--- src/rtl/ptkt_pkg.sv ---
// ----------------------------------------------------------------------------
// ptkt_pkg
// Types and constants shared by the pressure trend kill trigger modules.
// ----------------------------------------------------------------------------
package ptkt_pkg;

    localparam int ACC_W = 24;   // window sums, fit numerator and denominator
    localparam int DIV_W = 24;   // shared divider operand width
    localparam int PROD_W = 48;  // memory floor products

    localparam logic [2:0] REG_SWAP_RESERVE = 3'd0;
    localparam logic [2:0] REG_ANON_MIN     = 3'd1;
    localparam logic [2:0] REG_CLEAN_MIN    = 3'd2;
    localparam logic [2:0] REG_SLOPE_THR    = 3'd3;
    localparam logic [2:0] REG_HARD_LIMIT   = 3'd4;

    localparam logic [1:0] LEVEL_CRITICAL  = 2'd2;

    typedef struct packed {
        logic [6:0]  pressure;
        logic [1:0]  level;
        logic [15:0] reactivation_count;
        logic [15:0] alloc_failure_count;
        logic [15:0] swap_refault_count;
        logic [31:0] scanned_pages;
        logic [31:0] reclaimed_pages;
        logic [39:0] total_kb;
        logic [39:0] anon_kb;
        logic [39:0] file_kb;
        logic [39:0] dirty_file_kb;
        logic [39:0] swap_avail_kb;
    } in_t;

    typedef struct packed {
        logic               kill_request;
        logic               regression;
        logic signed [11:0] trend_slope;
        logic               anon_starved;
        logic               clean_starved;
        logic               swap_short;
    } out_t;

    typedef struct packed {
        logic [19:0] swap_reserve_kb;
        logic [6:0]  anon_min_pct;
        logic [6:0]  clean_min_pct;
        logic [9:0]  slope_threshold;
        logic [9:0]  hard_pressure_limit;
    } cfg_t;

    // Controller to datapath.
    typedef struct packed {
        logic capture;    // take the input transaction, push the sample
        logic acc_step;   // add one window entry to the sums
        logic div_start;  // start the shared divider
        logic div_sel;    // 0: mean of samples, 1: slope quotient
        logic calc_mx;    // latch mean of y, form n * mean of x
        logic calc_nd;    // form fit numerator and denominator
        logic finish;     // load the result register
    } cmd_t;

    // Datapath to controller.
    typedef struct packed {
        logic acc_last;
        logic short_n;
        logic div_done;
        logic out_free;
    } sts_t;

endpackage

--- src/rtl/ptkt_div.sv ---
// ----------------------------------------------------------------------------
// ptkt_div
// Unsigned restoring divider, one quotient bit per cycle.
// ----------------------------------------------------------------------------
module ptkt_div #(
    parameter int W = 24
) (
    input  logic         aclk,
    input  logic         aresetn,
    input  logic         start,
    input  logic [W-1:0] dividend,
    input  logic [W-1:0] divisor,
    output logic         done,
    output logic [W-1:0] quotient
);
    localparam int CNT_W = $clog2(W + 1);

    logic [W-1:0]     q_reg, q_next;
    logic [W-1:0]     r_reg, r_next;
    logic [W-1:0]     d_reg;
    logic [CNT_W-1:0] cnt_reg, cnt_next;
    logic             done_reg, done_next;
    logic [W:0]       r_sh;
    logic [W:0]       diff;

    always_comb begin
        r_sh      = {r_reg, q_reg[W-1]};
        diff      = r_sh - {1'b0, d_reg};
        q_next    = q_reg;
        r_next    = r_reg;
        cnt_next  = cnt_reg;
        done_next = 1'b0;
        if (start) begin
            q_next   = dividend;
            r_next   = '0;
            cnt_next = CNT_W'(W);
        end else if (cnt_reg != '0) begin
            if (!diff[W]) begin
                r_next = diff[W-1:0];
                q_next = {q_reg[W-2:0], 1'b1};
            end else begin
                r_next = r_sh[W-1:0];
                q_next = {q_reg[W-2:0], 1'b0};
            end
            cnt_next  = cnt_reg - 1'b1;
            done_next = (cnt_reg == CNT_W'(1));
        end
    end

    always_ff @(posedge aclk) begin
        if (!aresetn) begin
            cnt_reg  <= '0;
            done_reg <= 1'b0;
        end else begin
            cnt_reg  <= cnt_next;
            done_reg <= done_next;
        end
        q_reg <= q_next;
        r_reg <= r_next;
        if (start) begin
            d_reg <= divisor;
        end
    end

    assign done     = done_reg;
    assign quotient = q_reg;

endmodule

--- src/rtl/ptkt_dp.sv ---
// ----------------------------------------------------------------------------
// ptkt_dp
// Datapath: sample window, fit sums, shared divider, floor flags, result.
// ----------------------------------------------------------------------------
module ptkt_dp #(
    parameter int WINDOW_DEPTH = 8
) (
    input  logic          aclk,
    input  logic          aresetn,
    input  ptkt_pkg::cmd_t cmd,
    output ptkt_pkg::sts_t sts,
    input  ptkt_pkg::cfg_t cfg,
    input  ptkt_pkg::in_t  s_data,
    input  logic          m_ready,
    output logic          m_valid,
    output ptkt_pkg::out_t m_data
);
    import ptkt_pkg::*;

    localparam int AW = (WINDOW_DEPTH > 1) ? $clog2(WINDOW_DEPTH) : 1;
    localparam int CW = $clog2(WINDOW_DEPTH + 1);

    logic [6:0]        win_reg [WINDOW_DEPTH];
    logic [AW-1:0]     wptr_reg, wptr_next;
    logic [CW-1:0]     cnt_reg, cnt_next;
    logic [AW-1:0]     idx_reg;
    logic [CW-1:0]     i_reg;
    logic [ACC_W-1:0]  sy_reg, sxy_reg, sxx_reg;
    logic [ACC_W-1:0]  my_reg, t1_reg;
    logic signed [ACC_W-1:0] num_reg;
    logic [ACC_W-1:0]  den_reg;
    in_t               in_reg;

    logic [PROD_W-1:0] anon_floor_reg, clean_floor_reg;
    logic [PROD_W-1:0] anon100_reg, clean100_reg;
    logic [35:0]       recl10_reg;

    logic              m_valid_reg;
    out_t              m_data_reg;

    logic [CW:0]       st_w;
    logic [CW-1:0]     mx_w;
    logic [6:0]        y_w;
    logic [39:0]       clean_w;
    logic [DIV_W-1:0]  div_a, div_b, quo;
    logic              div_done;
    logic [ACC_W-1:0]  num_mag;
    logic signed [11:0] slope_w;
    logic              anon_low, clean_low, swap_low, reg_w;

    always_comb begin
        wptr_next = (wptr_reg == AW'(WINDOW_DEPTH - 1)) ? '0 : wptr_reg + 1'b1;
        cnt_next  = (cnt_reg < CW'(WINDOW_DEPTH)) ? cnt_reg + 1'b1 : cnt_reg;
        if ((CW+1)'(wptr_next) >= (CW+1)'(cnt_next)) begin
            st_w = (CW+1)'(wptr_next) - (CW+1)'(cnt_next);
        end else begin
            st_w = (CW+1)'(wptr_next) + (CW+1)'(WINDOW_DEPTH) - (CW+1)'(cnt_next);
        end
        y_w  = win_reg[idx_reg];
        mx_w = (cnt_reg - 1'b1) >> 1;
    end

    // Window, pointers and fit sums.
    always_ff @(posedge aclk) begin
        if (!aresetn) begin
            wptr_reg <= '0;
            cnt_reg  <= '0;
        end else if (cmd.capture) begin
            wptr_reg <= wptr_next;
            cnt_reg  <= cnt_next;
        end
        if (cmd.capture) begin
            in_reg            <= s_data;
            win_reg[wptr_reg] <= s_data.pressure;
            idx_reg           <= st_w[AW-1:0];
            i_reg             <= '0;
            sy_reg            <= '0;
            sxy_reg           <= '0;
            sxx_reg           <= '0;
        end else if (cmd.acc_step) begin
            sy_reg  <= sy_reg + ACC_W'(y_w);
            sxy_reg <= sxy_reg + ACC_W'(i_reg) * ACC_W'(y_w);
            sxx_reg <= sxx_reg + ACC_W'(i_reg) * ACC_W'(i_reg);
            i_reg   <= i_reg + 1'b1;
            idx_reg <= (idx_reg == AW'(WINDOW_DEPTH - 1)) ? '0 : idx_reg + 1'b1;
        end
        if (cmd.calc_mx) begin
            my_reg <= quo;
            t1_reg <= ACC_W'(cnt_reg) * ACC_W'(mx_w);
        end
        if (cmd.calc_nd) begin
            num_reg <= $signed(sxy_reg) - $signed(t1_reg * my_reg);
            den_reg <= sxx_reg - t1_reg * ACC_W'(mx_w);
        end
    end

    assign sts.acc_last = (i_reg == cnt_reg - 1'b1);
    assign sts.short_n  = (cnt_reg < CW'(2));
    assign sts.div_done = div_done;
    assign sts.out_free = !m_valid_reg || m_ready;

    // Shared divider: mean of samples, then the slope quotient on magnitudes.
    assign num_mag = num_reg[ACC_W-1] ? ACC_W'(-num_reg) : ACC_W'(num_reg);
    assign div_a   = cmd.div_sel ? DIV_W'(num_mag) : DIV_W'(sy_reg);
    assign div_b   = cmd.div_sel ? DIV_W'(den_reg) : DIV_W'(cnt_reg);

    ptkt_div #(.W(DIV_W)) u_div (
        .aclk     (aclk),
        .aresetn  (aresetn),
        .start    (cmd.div_start),
        .dividend (div_a),
        .divisor  (div_b),
        .done     (div_done),
        .quotient (quo)
    );

    // Floor products; the held input settles them before the result is loaded.
    assign clean_w = (in_reg.file_kb > in_reg.dirty_file_kb) ?
                     in_reg.file_kb - in_reg.dirty_file_kb : '0;

    always_ff @(posedge aclk) begin
        anon_floor_reg  <= PROD_W'(in_reg.total_kb) * PROD_W'(cfg.anon_min_pct);
        clean_floor_reg <= PROD_W'(in_reg.total_kb) * PROD_W'(cfg.clean_min_pct);
        anon100_reg     <= PROD_W'((PROD_W'(in_reg.anon_kb) + 1'b1) * 7'd100);
        clean100_reg    <= PROD_W'((PROD_W'(clean_w) + 1'b1) * 7'd100);
        recl10_reg      <= 36'(in_reg.reclaimed_pages) * 36'(10);
    end

    // a < floor(p / 100) exactly when (a + 1) * 100 <= p.
    assign anon_low  = anon100_reg <= anon_floor_reg;
    assign clean_low = clean100_reg <= clean_floor_reg;
    assign swap_low  = in_reg.swap_avail_kb < 40'(cfg.swap_reserve_kb);

    always_comb begin
        if (sts.short_n) begin
            slope_w = '0;
        end else if (num_reg[ACC_W-1]) begin
            slope_w = (quo > DIV_W'(2048)) ? -12'sd2048 : -$signed(12'(quo));
        end else begin
            slope_w = (quo > DIV_W'(2047)) ? 12'sd2047 : $signed(12'(quo));
        end
        reg_w = (10'(in_reg.pressure) >= cfg.hard_pressure_limit) ||
                ($signed(slope_w) >= $signed({2'b00, cfg.slope_threshold})) ||
                (in_reg.alloc_failure_count != '0) ||
                (in_reg.level >= LEVEL_CRITICAL) ||
                (clean_low && in_reg.swap_refault_count != '0) ||
                ((in_reg.reactivation_count > 16'd4) && (in_reg.scanned_pages != '0) &&
                 (recl10_reg < 36'(in_reg.scanned_pages)));
    end

    always_ff @(posedge aclk) begin
        if (!aresetn) begin
            m_valid_reg <= 1'b0;
        end else if (cmd.finish) begin
            m_valid_reg <= 1'b1;
        end else if (m_ready) begin
            m_valid_reg <= 1'b0;
        end
        if (cmd.finish) begin
            m_data_reg.kill_request  <= reg_w || swap_low;
            m_data_reg.regression    <= reg_w;
            m_data_reg.trend_slope   <= slope_w;
            m_data_reg.anon_starved  <= anon_low;
            m_data_reg.clean_starved <= clean_low;
            m_data_reg.swap_short    <= swap_low;
        end
    end

    assign m_valid = m_valid_reg;
    assign m_data  = m_data_reg;

endmodule

--- src/rtl/ptkt_ctrl.sv ---
// ----------------------------------------------------------------------------
// ptkt_ctrl
// Sequencer for one pressure event: sum pass, then mean divide, fit and slope divide for two or more samples.
// ----------------------------------------------------------------------------
module ptkt_ctrl (
    input  logic           aclk,
    input  logic           aresetn,
    input  logic           s_valid,
    output logic           s_ready,
    input  ptkt_pkg::sts_t sts,
    output ptkt_pkg::cmd_t cmd
);
    import ptkt_pkg::*;

    localparam logic [2:0] ST_IDLE   = 3'd0;
    localparam logic [2:0] ST_ACC    = 3'd1;
    localparam logic [2:0] ST_MEAN   = 3'd2;
    localparam logic [2:0] ST_MEANW  = 3'd3;
    localparam logic [2:0] ST_FIT    = 3'd4;
    localparam logic [2:0] ST_SLOPE  = 3'd5;
    localparam logic [2:0] ST_SLOPEW = 3'd6;
    localparam logic [2:0] ST_DONE   = 3'd7;

    logic [2:0] state_reg, state_next;
    logic       nd_reg, nd_next;

    always_comb begin
        state_next = state_reg;
        nd_next    = 1'b0;
        cmd        = '0;
        unique case (state_reg)
            ST_IDLE: begin
                if (s_valid) begin
                    cmd.capture = 1'b1;
                    state_next  = ST_ACC;
                end
            end
            ST_ACC: begin
                cmd.acc_step = 1'b1;
                if (sts.acc_last) begin
                    state_next = sts.short_n ? ST_DONE : ST_MEAN;
                end
            end
            ST_MEAN: begin
                cmd.div_start = 1'b1;
                state_next    = ST_MEANW;
            end
            ST_MEANW: begin
                if (sts.div_done) begin
                    state_next = ST_FIT;
                end
            end
            ST_FIT: begin
                // Step one forms n * mean x, step two the numerator and denominator.
                if (!nd_reg) begin
                    cmd.calc_mx = 1'b1;
                    nd_next     = 1'b1;
                end else begin
                    cmd.calc_nd = 1'b1;
                    state_next  = ST_SLOPE;
                end
            end
            ST_SLOPE: begin
                cmd.div_start = 1'b1;
                cmd.div_sel   = 1'b1;
                state_next    = ST_SLOPEW;
            end
            ST_SLOPEW: begin
                cmd.div_sel = 1'b1;
                if (sts.div_done) begin
                    state_next = ST_DONE;
                end
            end
            ST_DONE: begin
                if (sts.out_free) begin
                    cmd.finish = 1'b1;
                    state_next = ST_IDLE;
                end
            end
            default: state_next = ST_IDLE;
        endcase
    end

    always_ff @(posedge aclk) begin
        if (!aresetn) begin
            state_reg <= ST_IDLE;
            nd_reg    <= 1'b0;
        end else begin
            state_reg <= state_next;
            nd_reg    <= nd_next;
        end
    end

    assign s_ready = (state_reg == ST_IDLE);

endmodule

--- src/rtl/pressure_trend_kill_trigger.sv ---
// ----------------------------------------------------------------------------
// pressure_trend_kill_trigger
// Fits a pressure trend over a sliding sample window and raises a kill request.
// ----------------------------------------------------------------------------
// Each event runs a sum pass over the window, the mean divide, the fit and the
// slope divide; a lone sample skips all but the sum pass. A new event is taken
// only once the last one's result is loaded, so the divider, used twice, and
// the sum pass set the event rate.
// Reset: synchronous, active low; it empties the window and restores the
// register reset values. The result register lets the next event start early.
module pressure_trend_kill_trigger #(
    parameter int WINDOW_DEPTH = 8
) (
    input  logic           aclk,
    input  logic           aresetn,
    input  logic           s_valid,
    output logic           s_ready,
    input  ptkt_pkg::in_t  s_data,
    output logic           m_valid,
    input  logic           m_ready,
    output ptkt_pkg::out_t m_data,
    input  logic           cfg_valid,
    output logic           cfg_ready,
    input  logic [2:0]     cfg_index,
    input  logic [19:0]    cfg_data
);
    import ptkt_pkg::*;

    cmd_t cmd;
    sts_t sts;
    cfg_t cfg_reg;

    // Configuration writes are always taken; an unknown index is dropped.
    assign cfg_ready = 1'b1;

    always_ff @(posedge aclk) begin
        if (!aresetn) begin
            cfg_reg.swap_reserve_kb     <= 20'd65536;
            cfg_reg.anon_min_pct        <= 7'd15;
            cfg_reg.clean_min_pct       <= 7'd15;
            cfg_reg.slope_threshold     <= 10'd50;
            cfg_reg.hard_pressure_limit <= 10'd500;
        end else if (cfg_valid) begin
            unique case (cfg_index)
                REG_SWAP_RESERVE: cfg_reg.swap_reserve_kb     <= cfg_data;
                REG_ANON_MIN:     cfg_reg.anon_min_pct        <= cfg_data[6:0];
                REG_CLEAN_MIN:    cfg_reg.clean_min_pct       <= cfg_data[6:0];
                REG_SLOPE_THR:    cfg_reg.slope_threshold     <= cfg_data[9:0];
                REG_HARD_LIMIT:   cfg_reg.hard_pressure_limit <= cfg_data[9:0];
                default: ;
            endcase
        end
    end

    // The controller walks each event through its steps; the datapath holds
    // the window, the sums, the divider and the result register.
    ptkt_ctrl u_ctrl (
        .aclk    (aclk),
        .aresetn (aresetn),
        .s_valid (s_valid),
        .s_ready (s_ready),
        .sts     (sts),
        .cmd     (cmd)
    );

    ptkt_dp #(.WINDOW_DEPTH(WINDOW_DEPTH)) u_dp (
        .aclk    (aclk),
        .aresetn (aresetn),
        .cmd     (cmd),
        .sts     (sts),
        .cfg     (cfg_reg),
        .s_data  (s_data),
        .m_ready (m_ready),
        .m_valid (m_valid),
        .m_data  (m_data)
    );

endmodule

--- config.mk ---
export PLATFORM = sky130hd
export DESIGN_NAME = pressure_trend_kill_trigger
export DESIGN_NICKNAME = d
export VERILOG_FILES = /design/src/rtl/ptkt_pkg.sv /design/src/rtl/ptkt_div.sv /design/src/rtl/ptkt_dp.sv /design/src/rtl/ptkt_ctrl.sv /design/src/rtl/pressure_trend_kill_trigger.sv
export SDC_FILE = /design/constraint.sdc
export NUM_CORES = 2
export LEC_CHECK = 0
export BUFFER_PORTS_ARGS = -buffer_cell sky130_fd_sc_hd__buf_2
export CORE_UTILIZATION = 25
export DETAILED_ROUTE_END_ITERATION = 10
export PLACE_DENSITY = 0.47
export SETUP_SLACK_MARGIN = 0.1
export SYNTH_ARGS = -nofsm -noshare
export SYNTH_HDL_FRONTEND = slang
export SYNTH_SLANG_ARGS = --single-unit
--- constraint.sdc ---
create_clock -name aclk -period 15.6 [get_ports aclk]
set_input_delay 1.56 -clock aclk [delete_from_list [all_inputs] [get_ports aclk]]
set_output_delay 1.56 -clock aclk [all_outputs]
set_load 0.05 [all_outputs]
==> reports/metrics.yaml <==
synth_warnings: 0
grt_pass1_vias: 55608
critPathKind: "reg2reg"
p_sw_share_pct: 39.5
hpwl_um: 146000
hold_ws_ps: 423
largest_reg_flops: 320
crit_path_frequent_cell: "ha_1"
async_reset_ff_share_pct: 0
crit_buf_inv: 1
syn_area_per_cell_um2: 9.78
drtPass1Iterations: 8
initialDrtViolationCount: 2762
clk_pin_slew_ps: 60
cp.required_ps: 16300
powerDensity_nw_per_um2: 144
final_cells: 11873
ioPinCount: 369
path_delay_family: "simple AND/OR/NAND/NOR gates"
fmax_ghz: 0.103
p_int_w: 0.00732
final_area_um2: 84100
fp.dieH_um: 546
synth_seq_cells: 919
core-area_um2: 294000
initial_core_util_pct: 25.1
wl_per_cell_um: 15.9
clk_latency_ps: 890
grt_setup_unrepaired: "no"
syn2layout_area_growth_pct: 13.8
yosysTopAreaCellShare_pct: 21.2
gp_congestion: 0.816
tightest_slew_ps: 1110
hp-start: "u_dp.in_reg[201]"
yosys_most_used_dff: "edfxtp_1"
peakVddDrop_v: 0.0000950
violations: "DRC"
row_count: 199
clkPwrFrac_pct: 23.1
root_buffer: "clkbuf_16"
grt_usage_pct: 12.7
r2r_start: "u_dp.in_reg[40]"
dieArea_um2: 298000
synth_nets: 9309
whs_path_depth: 0
tns_ps: 0
r2r_cells: 34
ant_nets: 0
end_kind: "flop"
dp.cells: 11652
synth_cell_type_count: 96
die_width_um: 546
antenna_found_initial: 19
power_leakage_nw: 38.5
cts_buffers: 118
synth_edf_count: 523
post-route-util_pct: 28.6
synth_top_area_cell: "edfxtp_1"
slew_violations: 0
cts_hold_buf: 0
fin_crit_ps: 9740
hold_viol: 0
cts.path.max_buffers: 4
dpl_cell_area_um2: 80200
crit_path_start: "u_dp.in_reg[40]"
cts_sinks: 919
tritoncts: "done"
slowest_stage: "nor4b_1"
fin_skew_ps: 127
cts-resized-gates: 0
syn_area_um2: 73900
synth_area_leaders: "edfxtp_1 21%, fa_1 16%, ha_1 14%, dfxtp_1 11%, inv_1 5.3%"
grt_first_pass_wirelength_um: 306000
drc_errors: 26
avgViaCountPerCell: 4.48
hold_class: "reg2reg"
outcome: "finished with violations"
slowest_delay_ps: 640
grt_max_degree: 119
cp_data_arrival_time_ps: 10440
drive_gt1_share_pct: 8.83
fin_nets: 9603
seqPwrFrac_pct: 28.6
p_switching_w: 0.00477
drv_cap: 0
syn_inst: 7559
wl_um: 189000
p_comb_share_pct: 48.2
setup_violations: 0
overflow: 0
crit_fanout: 29
port_buffers: 366
worstSetupPathDepth: 34
relSlewSlack_pct: 25.6
via_count: 53228
synth-seq-area-share_pct: 32.0
post_cts_buffers: 0
h-tree-depth: 3
startpoint_type: "flop"
fin_crit_sh_pct: 62.4
==> final timing paths <==
| check | endpoint | slack, ps |
|---|---|---|
| max | u_dp.clean100_reg[47] | 5860 |
| min | u_dp.recl10_reg[2] | 420 |
| max reg2reg | u_dp.clean100_reg[47] | 5860 |
| min reg2reg | u_dp.recl10_reg[2] | 420 |
==> cell families (layout without fill, tap and decap cells) <==
group                    Yosys count  after routing  synth area share [%]
other                              1              6               0.00507
flip-flops                       919            919                  32.0
AND/OR/NAND/NOR                 2184           2184                  14.2
XOR/XNOR                         457            457                  5.43
multiplexers                      60             60                  1.07
adder cells (fa/ha/maj)         1401           1401                  29.8
buffers and inverters           1283           1673                  6.55
AO/OA/AOI/OAI                   1254           1254                  10.9
==> cell usage after synthesis (8+ instances only) <==
master and instances:
nand3b_1 12, o31a_1 8, edfxtp_1 523, or2_2 25
and2_1 251, nand3_1 146, or3_1 41, nor2_1 335
a21oi_1 365, xnor2_1 310, a221oi_1 11, clkbuf_1 222
and3_1 72, nor2b_1 75, a21o_1 207, dfxtp_1 396
a41oi_1 8, o22ai_1 25, nor4_1 40, mux2_2 10
nand2_1 896, o211ai_1 23, a311oi_1 10, nor3b_1 9
inv_1 1041, o21ai_0 249, fa_1 600, mux4_2 14
a211o_1 11, a21boi_0 55, nand2b_1 68, o31ai_1 19
o21bai_1 60, a31oi_1 27, nand4_1 70, buf_1 8
or4_1 10, nor3_1 86, a2111oi_0 10, mux2i_1 36
o21a_1 63, and4_1 20, xor2_1 146, ha_1 801
a211oi_1 28
==> routing by layer <==
layer | track usage [%] | routed length (um)
met1 | 16.4 | 85000
met3 | 1.53 | 7300
met4 | 3.67 | 5310
met5 | 0 | 49
met2 | 22.3 | 91300
==> metrics by stage <==
step           power (W)  setup slack, ps
4_1_cts           0.0123             5910
6_report          0.0121             5860
3_3_place_gp     0.00932             5970
2_1_floorplan    0.00790             3620
3_5_place_dp     0.00938             5980
5_1_grt           0.0132             4970
==> final cells by class <==
class / instances / area (um^2)
Clock inverter: 62 / 671
Sequential cell: 919 / 23600
Tap cell: 3919 / 4900
Inverter: 1042 / 3920
Antenna cell: 5 / 12.5
Fill cell: 30900 / 210000
Clock buffer: 154 / 3270
Timing Repair Buffer: 415 / 2210
Multi-Input combinational cell: 5357 / 45500
==> power by group through the flow <==
stage,Clock (W),Sequential (W),Combinational [W]
2_1_floorplan,0,0.00337,0.00453
3_3_place_gp,0,0.00351,0.00580
3_5_place_dp,0,0.00351,0.00587
4_1_cts,0.00292,0.00347,0.00592
5_1_grt,0.00299,0.00352,0.00670
6_report,0.00279,0.00346,0.00583
==> worst register-to-register path, delay by kind of cell (launching register included) <==
family | cells | cell delay [ps]
AOI/OAI and AO/OA | 12 | 3140
xor gates and xnor gates | 2 | 290
adders and majority gates | 7 | 2310
buffers and inverters | 1 | 230
DFF | 1 | 380
and+or+nand+nor | 12 | 3330
==> layout by cell type (no fill, tap or decap), drive strengths merged, types with 12 or more instances in the layout <==
cell type,n
o22ai,25
nor2b,75
clkinv,26
a31oi,28
o21a,63
nand3b,12
nor2,335
edfxtp,523
xnor2,310
nor3,87
nand3,146
and4,21
fa,600
a221oi,12
inv,1063
o21ai,252
a21o,207
and2,251
o21bai,60
or3,42
and3,72
clkbuf,154
a311oi,12
a21boi,57
nor4,43
buf,415
xor2,147
o31ai,19
a21oi,365
mux2i,36
nand4,75
nand2,896
a211oi,29
o211ai,23
ha,801
or2,26
nand2b,68
dfxtp,396
mux4,14
Note: power is estimated with default switching activity, not from simulation.
